## src/hw/rtl/byte_fifo_with_peek_and_checksum_macros.svh

```systemverilog
// Assertion helpers for the RTL; only bfpc_back includes them.
`ifndef BYTE_FIFO_WITH_PEEK_AND_CHECKSUM_MACROS_SVH
`define BYTE_FIFO_WITH_PEEK_AND_CHECKSUM_MACROS_SVH

`ifndef NO_ASSERTIONS
`define BFPC_ASSERT(lbl, clk, rstn, prop, msg) \
  lbl: assert property (@(posedge clk) disable iff (!rstn) (prop)) else $error(msg);
`define BFPC_NEVER(lbl, clk, rstn, expr, msg) \
  lbl: assert property (@(posedge clk) disable iff (!rstn) !(expr)) else $error(msg);
`else
`define BFPC_ASSERT(lbl, clk, rstn, prop, msg)
`define BFPC_NEVER(lbl, clk, rstn, expr, msg)
`endif

`endif

```

## src/hw/rtl/bfpc_pkg.sv

```systemverilog
`default_nettype none

package bfpc_pkg;

  localparam int OPCODE_W = 3;
  localparam int BYTE_W   = 8;
  localparam int POS_W    = 6;
  localparam int LEN_W    = 7;
  localparam int STATUS_W = 2;
  localparam int SUM_W    = 16;
  localparam int FILL_W   = 7;

  typedef enum logic [OPCODE_W-1:0] {
    OP_PUSH     = 3'd0,
    OP_POP      = 3'd1,
    OP_PEEK     = 3'd2,
    OP_CLEAR    = 3'd3,
    OP_CHECKSUM = 3'd4,
    OP_NOP      = 3'd5
  } op_e;

  localparam logic [STATUS_W-1:0] ST_OK        = 2'd0;
  localparam logic [STATUS_W-1:0] ST_OVERFLOW  = 2'd1;
  localparam logic [STATUS_W-1:0] ST_UNDERFLOW = 2'd2;
  localparam logic [STATUS_W-1:0] ST_SHORT     = 2'd3;

  typedef struct packed {
    op_e               kind;
    logic [BYTE_W-1:0] data;
    logic [POS_W-1:0]  pos;
    logic [LEN_W-1:0]  len;
  } cmd_t;

endpackage

`default_nettype wire

```

## src/hw/rtl/bfpc_front.sv

```systemverilog
`default_nettype none

module bfpc_front (
  input  logic                         clk_i,
  input  logic                         rst_ni,
  input  logic                         start,
  output logic                         busy,
  input  logic [bfpc_pkg::OPCODE_W-1:0] opcode_i,
  input  logic [bfpc_pkg::BYTE_W-1:0]   data_in_i,
  input  logic [bfpc_pkg::POS_W-1:0]    position_i,
  input  logic [bfpc_pkg::LEN_W-1:0]    length_i,
  output logic                         cmd_valid_o,
  output bfpc_pkg::cmd_t               cmd_o,
  input  logic                         cmd_pop_i
);
  import bfpc_pkg::*;

  // power-of-two depth, so the slot pointers wrap on their own
  localparam int QD  = 2;
  localparam int QAW = $clog2(QD);
  localparam int QCW = $clog2(QD + 1);

  cmd_t           slot_q [QD];
  logic [QAW-1:0] wr_ptr_q, wr_ptr_d;
  logic [QAW-1:0] rd_ptr_q, rd_ptr_d;
  logic [QCW-1:0] cnt_q, cnt_d;
  logic           push;
  cmd_t           cmd_in;

  assign busy        = (cnt_q == QCW'(QD));
  assign push        = start && !busy;
  assign cmd_valid_o = (cnt_q != '0);
  assign cmd_o       = slot_q[rd_ptr_q];

  // classify: opcodes outside the list become no-operations
  always_comb begin
    cmd_in.data = data_in_i;
    cmd_in.pos  = position_i;
    cmd_in.len  = length_i;
    case (opcode_i)
      OP_PUSH:     cmd_in.kind = OP_PUSH;
      OP_POP:      cmd_in.kind = OP_POP;
      OP_PEEK:     cmd_in.kind = OP_PEEK;
      OP_CLEAR:    cmd_in.kind = OP_CLEAR;
      OP_CHECKSUM: cmd_in.kind = OP_CHECKSUM;
      default:     cmd_in.kind = OP_NOP;
    endcase
  end

  always_comb begin
    wr_ptr_d = wr_ptr_q;
    rd_ptr_d = rd_ptr_q;
    cnt_d    = cnt_q;
    if (push) begin
      wr_ptr_d = wr_ptr_q + 1'b1;
    end
    if (cmd_pop_i) begin
      rd_ptr_d = rd_ptr_q + 1'b1;
    end
    case ({push, cmd_pop_i})
      2'b10:   cnt_d = cnt_q + 1'b1;
      2'b01:   cnt_d = cnt_q - 1'b1;
      default: cnt_d = cnt_q;
    endcase
  end

  always_ff @(posedge clk_i or negedge rst_ni) begin
    if (!rst_ni) begin
      wr_ptr_q <= '0;
      rd_ptr_q <= '0;
      cnt_q    <= '0;
    end else begin
      wr_ptr_q <= wr_ptr_d;
      rd_ptr_q <= rd_ptr_d;
      cnt_q    <= cnt_d;
    end
  end

  always_ff @(posedge clk_i) begin
    if (push) begin
      slot_q[wr_ptr_q] <= cmd_in;
    end
  end

endmodule

`default_nettype wire

```

## src/hw/rtl/bfpc_back.sv

```systemverilog
`default_nettype none
`include "byte_fifo_with_peek_and_checksum_macros.svh"

module bfpc_back #(
  parameter int DEPTH      = 64,
  parameter int DATA_WIDTH = 8
) (
  input  logic                          clk_i,
  input  logic                          rst_ni,
  input  logic                          cmd_valid_i,
  input  bfpc_pkg::cmd_t                cmd_i,
  output logic                          cmd_pop_o,
  output logic                          res_valid_o,
  output logic [bfpc_pkg::STATUS_W-1:0] status_o,
  output logic [bfpc_pkg::BYTE_W-1:0]   data_out_o,
  output logic [bfpc_pkg::SUM_W-1:0]    sum_o,
  output logic [bfpc_pkg::FILL_W-1:0]   fill_level_o
);
  import bfpc_pkg::*;

  localparam int AW = $clog2(DEPTH);
  localparam int CW = $clog2(DEPTH + 1);
  localparam int EW = ((CW > LEN_W + 1) ? CW : LEN_W + 1) + 1;

  typedef enum logic [1:0] {
    S_IDLE,
    S_WAIT,
    S_SUM
  } state_e;

  state_e              state_q, state_d;
  logic [AW-1:0]       rp_q, rp_d;
  logic [AW-1:0]       wp_q, wp_d;
  logic [CW-1:0]       count_q, count_d;
  logic [AW-1:0]       addr_q, addr_d;
  logic [LEN_W-1:0]    left_q, left_d;
  logic                pend_q, pend_d;
  logic [SUM_W-1:0]    acc_q, acc_d;
  logic                res_valid_q, res_valid_d;
  logic [STATUS_W-1:0] status_q, status_d;
  logic [BYTE_W-1:0]   dout_q, dout_d;
  logic [SUM_W-1:0]    sum_q, sum_d;
  logic [FILL_W-1:0]   fill_q, fill_d;

  logic [DATA_WIDTH-1:0] mem [DEPTH];
  logic [DATA_WIDTH-1:0] rdata_q;
  logic                  mem_we;
  logic [AW-1:0]         mem_ra;

  logic [EW-1:0] count_e, pos_e, len_e, rp_e, clr_e, fill_e;
  logic [SUM_W-1:0] acc_next;

  function automatic logic [AW-1:0] wrap_idx(input logic [EW-1:0] v);
    logic [EW-1:0] w;
    w = (v >= EW'(DEPTH)) ? v - EW'(DEPTH) : v;
    return w[AW-1:0];
  endfunction

  function automatic logic [AW-1:0] inc_idx(input logic [AW-1:0] a);
    return (a == AW'(DEPTH - 1)) ? '0 : a + 1'b1;
  endfunction

  assign count_e = EW'(count_q);
  assign pos_e   = EW'(cmd_i.pos);
  assign len_e   = EW'(cmd_i.len);
  assign rp_e    = EW'(rp_q);
  assign clr_e   = (len_e > count_e) ? count_e : len_e;

  always_comb begin
    state_d     = state_q;
    rp_d        = rp_q;
    wp_d        = wp_q;
    count_d     = count_q;
    addr_d      = addr_q;
    left_d      = left_q;
    pend_d      = pend_q;
    acc_d       = acc_q;
    res_valid_d = 1'b0;
    status_d    = ST_OK;
    dout_d      = '0;
    sum_d       = '0;
    mem_we      = 1'b0;
    mem_ra      = rp_q;
    cmd_pop_o   = 1'b0;
    acc_next    = acc_q + (pend_q ? SUM_W'(rdata_q[BYTE_W-1:0]) : '0);

    case (state_q)
      S_IDLE: begin
        if (cmd_valid_i) begin
          cmd_pop_o = 1'b1;
          case (cmd_i.kind)
            OP_PUSH: begin
              res_valid_d = 1'b1;
              if (count_q == CW'(DEPTH)) begin
                status_d = ST_OVERFLOW;
              end else begin
                mem_we  = 1'b1;
                wp_d    = inc_idx(wp_q);
                count_d = count_q + 1'b1;
              end
            end
            OP_POP: begin
              if (count_q == '0) begin
                res_valid_d = 1'b1;
                status_d    = ST_UNDERFLOW;
              end else begin
                mem_ra  = rp_q;
                rp_d    = inc_idx(rp_q);
                count_d = count_q - 1'b1;
                state_d = S_WAIT;
              end
            end
            OP_PEEK: begin
              if (pos_e >= count_e) begin
                res_valid_d = 1'b1;
                status_d    = ST_SHORT;
              end else begin
                mem_ra  = wrap_idx(rp_e + pos_e);
                state_d = S_WAIT;
              end
            end
            OP_CLEAR: begin
              res_valid_d = 1'b1;
              rp_d        = wrap_idx(rp_e + clr_e);
              count_d     = count_q - clr_e[CW-1:0];
            end
            OP_CHECKSUM: begin
              if (pos_e + len_e > count_e) begin
                res_valid_d = 1'b1;
                status_d    = ST_SHORT;
              end else if (cmd_i.len == '0) begin
                res_valid_d = 1'b1;
              end else begin
                addr_d  = wrap_idx(rp_e + pos_e);
                left_d  = cmd_i.len;
                pend_d  = 1'b0;
                acc_d   = '0;
                state_d = S_SUM;
              end
            end
            default: begin
              res_valid_d = 1'b1;
            end
          endcase
        end
      end
      S_WAIT: begin
        res_valid_d = 1'b1;
        dout_d      = rdata_q[BYTE_W-1:0];
        state_d     = S_IDLE;
      end
      S_SUM: begin
        // issue one read a cycle, add each entry the cycle after its read
        acc_d = acc_next;
        if (left_q != '0) begin
          mem_ra = addr_q;
          addr_d = inc_idx(addr_q);
          left_d = left_q - 1'b1;
          pend_d = 1'b1;
        end else begin
          pend_d      = 1'b0;
          res_valid_d = 1'b1;
          sum_d       = acc_next;
          state_d     = S_IDLE;
        end
      end
      default: begin
        state_d = S_IDLE;
      end
    endcase

    fill_e = EW'(count_d);
    fill_d = fill_e[FILL_W-1:0];
  end

  always_ff @(posedge clk_i or negedge rst_ni) begin
    if (!rst_ni) begin
      state_q     <= S_IDLE;
      rp_q        <= '0;
      wp_q        <= '0;
      count_q     <= '0;
      addr_q      <= '0;
      left_q      <= '0;
      pend_q      <= 1'b0;
      acc_q       <= '0;
      res_valid_q <= 1'b0;
      status_q    <= ST_OK;
      dout_q      <= '0;
      sum_q       <= '0;
      fill_q      <= '0;
    end else begin
      state_q     <= state_d;
      rp_q        <= rp_d;
      wp_q        <= wp_d;
      count_q     <= count_d;
      addr_q      <= addr_d;
      left_q      <= left_d;
      pend_q      <= pend_d;
      acc_q       <= acc_d;
      res_valid_q <= res_valid_d;
      status_q    <= status_d;
      dout_q      <= dout_d;
      sum_q       <= sum_d;
      fill_q      <= fill_d;
    end
  end

  always_ff @(posedge clk_i) begin
    if (mem_we) begin
      mem[wp_q] <= DATA_WIDTH'(cmd_i.data);
    end
    rdata_q <= mem[mem_ra];
  end

  assign res_valid_o  = res_valid_q;
  assign status_o     = status_q;
  assign data_out_o   = dout_q;
  assign sum_o        = sum_q;
  assign fill_level_o = fill_q;

  `BFPC_NEVER(a_count_bound, clk_i, rst_ni, count_q > CW'(DEPTH), "fill count above depth")
  `BFPC_ASSERT(a_push_count, clk_i, rst_ni, (state_q == S_IDLE) && cmd_valid_i && (cmd_i.kind == OP_PUSH) && (count_q != CW'(DEPTH)) |=> count_q == $past(count_q) + 1'b1, "accepted push did not raise the fill count")
  `BFPC_ASSERT(a_wait_result, clk_i, rst_ni, (state_q == S_WAIT) |=> res_valid_q, "read transaction ended without a result")
  `BFPC_NEVER(a_sum_stuck, clk_i, rst_ni, (state_q == S_SUM) && (left_q == '0) && !pend_q, "checksum walk with nothing left to add")

endmodule

`default_nettype wire

```

## src/hw/rtl/byte_fifo_with_peek_and_checksum.sv

```systemverilog
// Results: push, clear, no-op, refused and zero-length checksum items give a registered
//   result strobe once the back end accepts them; pop and peek also pass through the
//   registered memory read and the wait state, other checksums through the summing walk
//   (1 read/cycle). Items may wait behind earlier ones in the two-entry command queue, and
//   the back end takes no new item until done with the last; the receiver cannot stall.
// Reset clears pointers, fill count and queue at once; the entry store is not cleared.
`default_nettype none

module byte_fifo_with_peek_and_checksum #(
  parameter int DEPTH      = 64,
  parameter int DATA_WIDTH = 8
) (
  input  logic                          clk_i,
  input  logic                          rst_ni,
  input  logic                          start,
  output logic                          busy,
  input  logic [bfpc_pkg::OPCODE_W-1:0] opcode_i,
  input  logic [bfpc_pkg::BYTE_W-1:0]   data_in_i,
  input  logic [bfpc_pkg::POS_W-1:0]    position_i,
  input  logic [bfpc_pkg::LEN_W-1:0]    length_i,
  output logic                          result_valid_o,
  output logic [bfpc_pkg::STATUS_W-1:0] status_o,
  output logic [bfpc_pkg::BYTE_W-1:0]   data_out_o,
  output logic [bfpc_pkg::SUM_W-1:0]    sum_o,
  output logic [bfpc_pkg::FILL_W-1:0]   fill_level_o
);
  import bfpc_pkg::*;

  logic cmd_valid;
  logic cmd_pop;
  cmd_t cmd;

  bfpc_front u_front (
    .clk_i       (clk_i),
    .rst_ni      (rst_ni),
    .start       (start),
    .busy        (busy),
    .opcode_i    (opcode_i),
    .data_in_i   (data_in_i),
    .position_i  (position_i),
    .length_i    (length_i),
    .cmd_valid_o (cmd_valid),
    .cmd_o       (cmd),
    .cmd_pop_i   (cmd_pop)
  );

  bfpc_back #(
    .DEPTH      (DEPTH),
    .DATA_WIDTH (DATA_WIDTH)
  ) u_back (
    .clk_i        (clk_i),
    .rst_ni       (rst_ni),
    .cmd_valid_i  (cmd_valid),
    .cmd_i        (cmd),
    .cmd_pop_o    (cmd_pop),
    .res_valid_o  (result_valid_o),
    .status_o     (status_o),
    .data_out_o   (data_out_o),
    .sum_o        (sum_o),
    .fill_level_o (fill_level_o)
  );

endmodule

`default_nettype wire
```

## config.mk

```make
export PLATFORM = sky130hd
export DESIGN_NAME = byte_fifo_with_peek_and_checksum
export DESIGN_NICKNAME = d
export VERILOG_FILES = /design/src/hw/rtl/bfpc_pkg.sv /design/src/hw/rtl/bfpc_front.sv /design/src/hw/rtl/bfpc_back.sv /design/src/hw/rtl/byte_fifo_with_peek_and_checksum.sv
export VERILOG_INCLUDE_DIRS = /design/src /design/src/hw/rtl
export SDC_FILE = /design/constraint.sdc
export NUM_CORES = 1
export LEC_CHECK = 0
export BUFFER_PORTS_ARGS = -buffer_cell sky130_fd_sc_hd__clkbuf_2
export CAP_MARGIN = 10
export CORE_MARGIN = 3
export CORE_UTILIZATION = 45
export DETAILED_ROUTE_END_ITERATION = 6
export GPL_TIMING_DRIVEN = 0
export SETUP_SLACK_MARGIN = 0.1
export SLEW_MARGIN = 10
export SYNTH_ARGS = -nofsm -noshare
export SYNTH_HDL_FRONTEND = slang
export SYNTH_SLANG_ARGS = --single-unit
```

## constraint.sdc

```tcl
create_clock -name clk_i -period 12.2 [get_ports clk_i]
set_clock_uncertainty 0.15 [all_clocks]
set_input_delay 0.61 -clock clk_i [delete_from_list [all_inputs] [get_ports clk_i]]
set_output_delay 0.61 -clock clk_i [all_outputs]
set_load 0.02 [all_outputs]
```

==> impl_results.rst <==
.. list-table::
   :header-rows: 1

   * - Metric
     - Value
   * - Overall fraction of global-route tracks in use
     - 24.05%
   * - Global-route wire length before repair
     - 117,100 µm
   * - Series of cell instances along the critical path
     - buf_2, buf_1, buf_1, mux2_2, ha_1, a211oi_1, nor3_1, a21oi_1, mux2_2, nand2_1, buf_2, buf_1, clkbuf_1, nand3_1, a31oi_1, o21ai_0, a211o_1
   * - Final-layout setup total negative slack
     - 0 ps
   * - Critical-path cell with the highest stage delay
     - clkbuf_1
   * - Net load switching power
     - 4.164 mW
   * - Initial antenna violation count
     - 3
   * - Count of H-tree levels built during CTS
     - 3
   * - Cell area after technology mapping
     - 27,980 µm²
   * - Setup Crit Path Kind
     - flop to flop
   * - Leak
     - 11.43 nW
   * - Shortest clock period the worst path allows after layout
     - 7226 ps
   * - Warnings, synthesis
     - 0
   * - Boundary pin count
     - 62
   * - Average via count per standard cell
     - 5.910
   * - Aggregate global routing overflow
     - 0
   * - Cell with the most instances on the worst path
     - buf_1
   * - Filler cells
     - 5,163
   * - Tightest slew margin relative to the limit
     - 6.684%
   * - Data arrival time at the worst-slack endpoint
     - 7510 ps
   * - Avg Inst Size Synth
     - 13.32 µm²
   * - Initial DRT Pass Iterations
     - 5
   * - Max-slew violation total from the final report
     - 0
   * - Run status
     - completed
   * - Largest driver fanout on the critical path
     - 10
   * - Maximum number of buffers from clock root to sink
     - 3
   * - Flip-flop and latch count after synthesis
     - 650
   * - Post-detailed-route wirelength per cell
     - 25.37 µm
   * - Share of layout cells above drive strength 1
     - 11.01%
   * - Worst hold stages
     - 1
   * - Post-layout nets
     - 2,325
   * - End-of-flow core utilization
     - 51.85%
   * - Most used flip-flop cell after synthesis
     - edfxtp_1
   * - Routed vias
     - 18,421
   * - Synth-to-Final Area Change
     - 12.91%
   * - Vias in the first global route
     - 18,075
   * - DRC violation count after routing
     - 0
   * - Largest vdd supply drop
     - 0.0001428 V
   * - Count of cells resized by post-cts repair
     - 0
   * - Initial Util
     - 45.92%
   * - Worst setup slack after layout
     - 4974 ps
   * - Number of buffers and inverters on the critical path
     - 6
   * - Sink Count
     - 650
   * - Final weighted congestion in routability-driven placement
     - 0.9585
   * - Post-synth EDFFs
     - 560
   * - Detailed placement HPWL
     - 52,760 µm
   * - Critical path required time
     - 12,490 ps
   * - Startpoint Class
     - flop
   * - Actual slew at the worst max-slew pin
     - 1389 ps
   * - Max Freq
     - 0.1384 GHz
   * - Tightest Hold Check Type
     - input pin to flop
   * - Count of port buffers added during placement
     - 61
   * - Number of stages on the worst setup path
     - 17
   * - Proportion of synthesized chip area in sequential cells
     - 68.01%
   * - Switching share of power
     - 43.60%
   * - Number of buffers added by the clock tree synthesis step
     - 70
   * - Unrepaired setup endpoints after global routing
     - false
   * - Overall die area
     - 65,200 µm²
   * - Clock root buffer
     - clkbuf_16
   * - Slowest cell delay on critical path
     - 680 ps
   * - Number of violations of the max-capacitance limit
     - 0
   * - Setup violation total in the final timing report
     - 0
   * - Die X
     - 255.3 µm
   * - Depth of the worst register-to-register path
     - 17
   * - Share of power burned in registers
     - 30.5%
   * - DR iter-0 viols
     - 2,180
   * - CTS clk-pin slew, worst paths
     - 60 ps
   * - Synthesized net count
     - 2,187
   * - Number of buffers inserted for hold repair after clock tree synthesis
     - 1
   * - Async SR Flop Fraction
     - 12.62%
   * - Total core area
     - 60,920 µm²
   * - Number of nets with antenna violations after routing
     - 0
   * - Number of instances in the synthesized netlist
     - 2,100
   * - Worst skew pair latency
     - 620 ps
   * - Part of the total power dissipated in the clock network
     - 20.8%
   * - Routed Wire Length
     - 79,070 µm
   * - Most common cell after layout, fill and taps aside
     - edfxtp_1
   * - Period utilization
     - 59.23%
   * - Die Height
     - 255.3 µm
   * - Internal portion of total power
     - 5.387 mW
   * - Largest net degree at the start of global routing
     - 65
   * - Clock tree from TritonCTS
     - yes
   * - Hold violation count in the final report
     - 0
   * - Sort of element at the end of the critical path
     - flop
   * - Dpl ws
     - 5130 ps
   * - Kind of cell adding the most delay to the critical path
     - buffers and inverters
   * - Commonest cells after routing, fill and taps aside
     - edfxtp_1, nand2_1, nor2_1
   * - Post-CTS Setup Repair Bufs
     - 0
   * - Number of library cell types mapped by synthesis
     - 78
   * - Combinational group share of total power
     - 48.7%
   * - Power density of the placed cells
     - 302.4 nW/µm²
   * - Number of rows created at floorplan
     - 90
-- sequential cells by signal, indices dropped and copies added (netlist names) --
| name | cells |
|---|---|
| u_back.acc_q | 16 |
| u_back.addr_q | 6 |
| u_back.count_q | 7 |
| u_back.data_out_o | 8 |
| u_back.left_q | 7 |
| u_back.mem | 512 |
| u_back.pend_q | 1 |
| u_back.rdata_q | 8 |
| u_back.res_valid_o | 1 |
| u_back.rp_q | 6 |
| u_back.state_q | 2 |
| u_back.status_o | 2 |
| u_back.sum_o | 16 |
| u_back.wp_q | 6 |
| u_front.cnt_q | 2 |
| u_front.rd_ptr_q | 1 |
| u_front.slot_q | 48 |
| u_front.wr_ptr_q | 1 |
-- per-layer routing --
metal | vias up | track usage, % | routed length [µm]
met2 | 832 | 38.78 | 37830
met5 | - | 0 | 0
li1 | 8197 | - | -
met3 | 183 | 4.694 | 6438
met4 | 0 | 10.21 | 3540
met1 | 9209 | 32.04 | 31260
-- power groups by stage --
stage	logic, mW	registers (mW)	clock network (mW)
final	4.65	2.91	1.99
after global routing	4.96	2.93	2.11
after CTS	4.58	2.91	2.02
after detailed placement	4.55	2.96	0
after global placement	4.45	2.96	0
after floorplan	2.81	2.94	0
-- Yosys cell counts (11+ instances only) --
cell type,number,area (µm²)
a31oi_1,30,187.7
buf_2,36,180.2
mux4_2,14,315.3
o22ai_1,33,206.5
o21bai_1,13,97.59
a22oi_1,23,172.7
buf_1,11,41.29
dfrtp_1,82,2052
and3_1,48,300.3
xnor2_1,30,262.8
nor3_1,22,110.1
ha_1,55,688.2
a211oi_1,41,307.8
nand2_1,311,1167
a21o_1,15,112.6
edfxtp_1,560,16820
inv_1,35,131.4
nor4_1,24,150.1
nor2_1,130,488.0
o21ai_0,55,275.3
nand4_1,14,87.58
o221ai_1,11,96.34
clkbuf_1,59,221.5
xor2_1,11,96.34
a21oi_1,114,570.6
mux2i_1,95,950.9
and2_1,12,75.07
nand3_1,72,360.4
mux2_2,30,337.8
-- logic make-up after synthesis --
kind of cell,share of synthesized area (%)
and+or+nand+nor,10.86
DFF,68.01
AOI/OAI and AO/OA,8.958
buffers and inverters,2.200
muxes,5.787
adders and majority gates,2.818
xor gates and xnor gates,1.364
-- final timing paths --
| check | from | slack (ps) | to |
|---|---|---|---|
| setup / recovery | u_front.rd_ptr_q | 4970 | u_back.rdata_q[4] |
| hold / removal | data_in_i[0] | 40 | u_front.slot_q[1][13] |
| setup reg to reg | u_front.rd_ptr_q | 4970 | u_back.rdata_q[4] |
| hold reg to reg | u_back.acc_q[7] | 340 | u_back.acc_q[7] |
| max in group asynchronous | rst_ni | 10900 | u_back.acc_q[4] |
| min in group asynchronous | rst_ni | 340 | u_back.count_q[5] |
-- metrics by stage --
| stage | cells | power, mW | hold slack (ps) | area [µm²] |
|---|---|---|---|---|
| final | 3117 | 9.552 | 38.75 | 31590 |
| after floorplan | 2100 | 5.750 | 164.4 | 27980 |
| after global routing | 3116 | 9.996 | 9.402 | 31590 |
| after global placement | 2989 | 7.412 | 319.7 | 29320 |
| after detailed placement | 2993 | 7.511 | 329.1 | 29440 |
| after CTS | 3116 | 9.509 | 6.753 | 31570 |
-- final cells by class --
class	instances	area (µm²)	area share (%)
Tap cell	828	1036	3.280
Timing Repair Buffer	66	415.4	1.315
Sequential cell	650	19030	60.24
Multi-Input combinational cell	1304	8371	26.50
Clock inverter	26	220.2	0.6971
Antenna cell	1	2.502	0.007922
Inverter	36	135.1	0.4278
Clock buffer	96	1901	6.017
Buffer	110	480.5	1.521
Note: power is estimated with default switching activity, not from simulation.
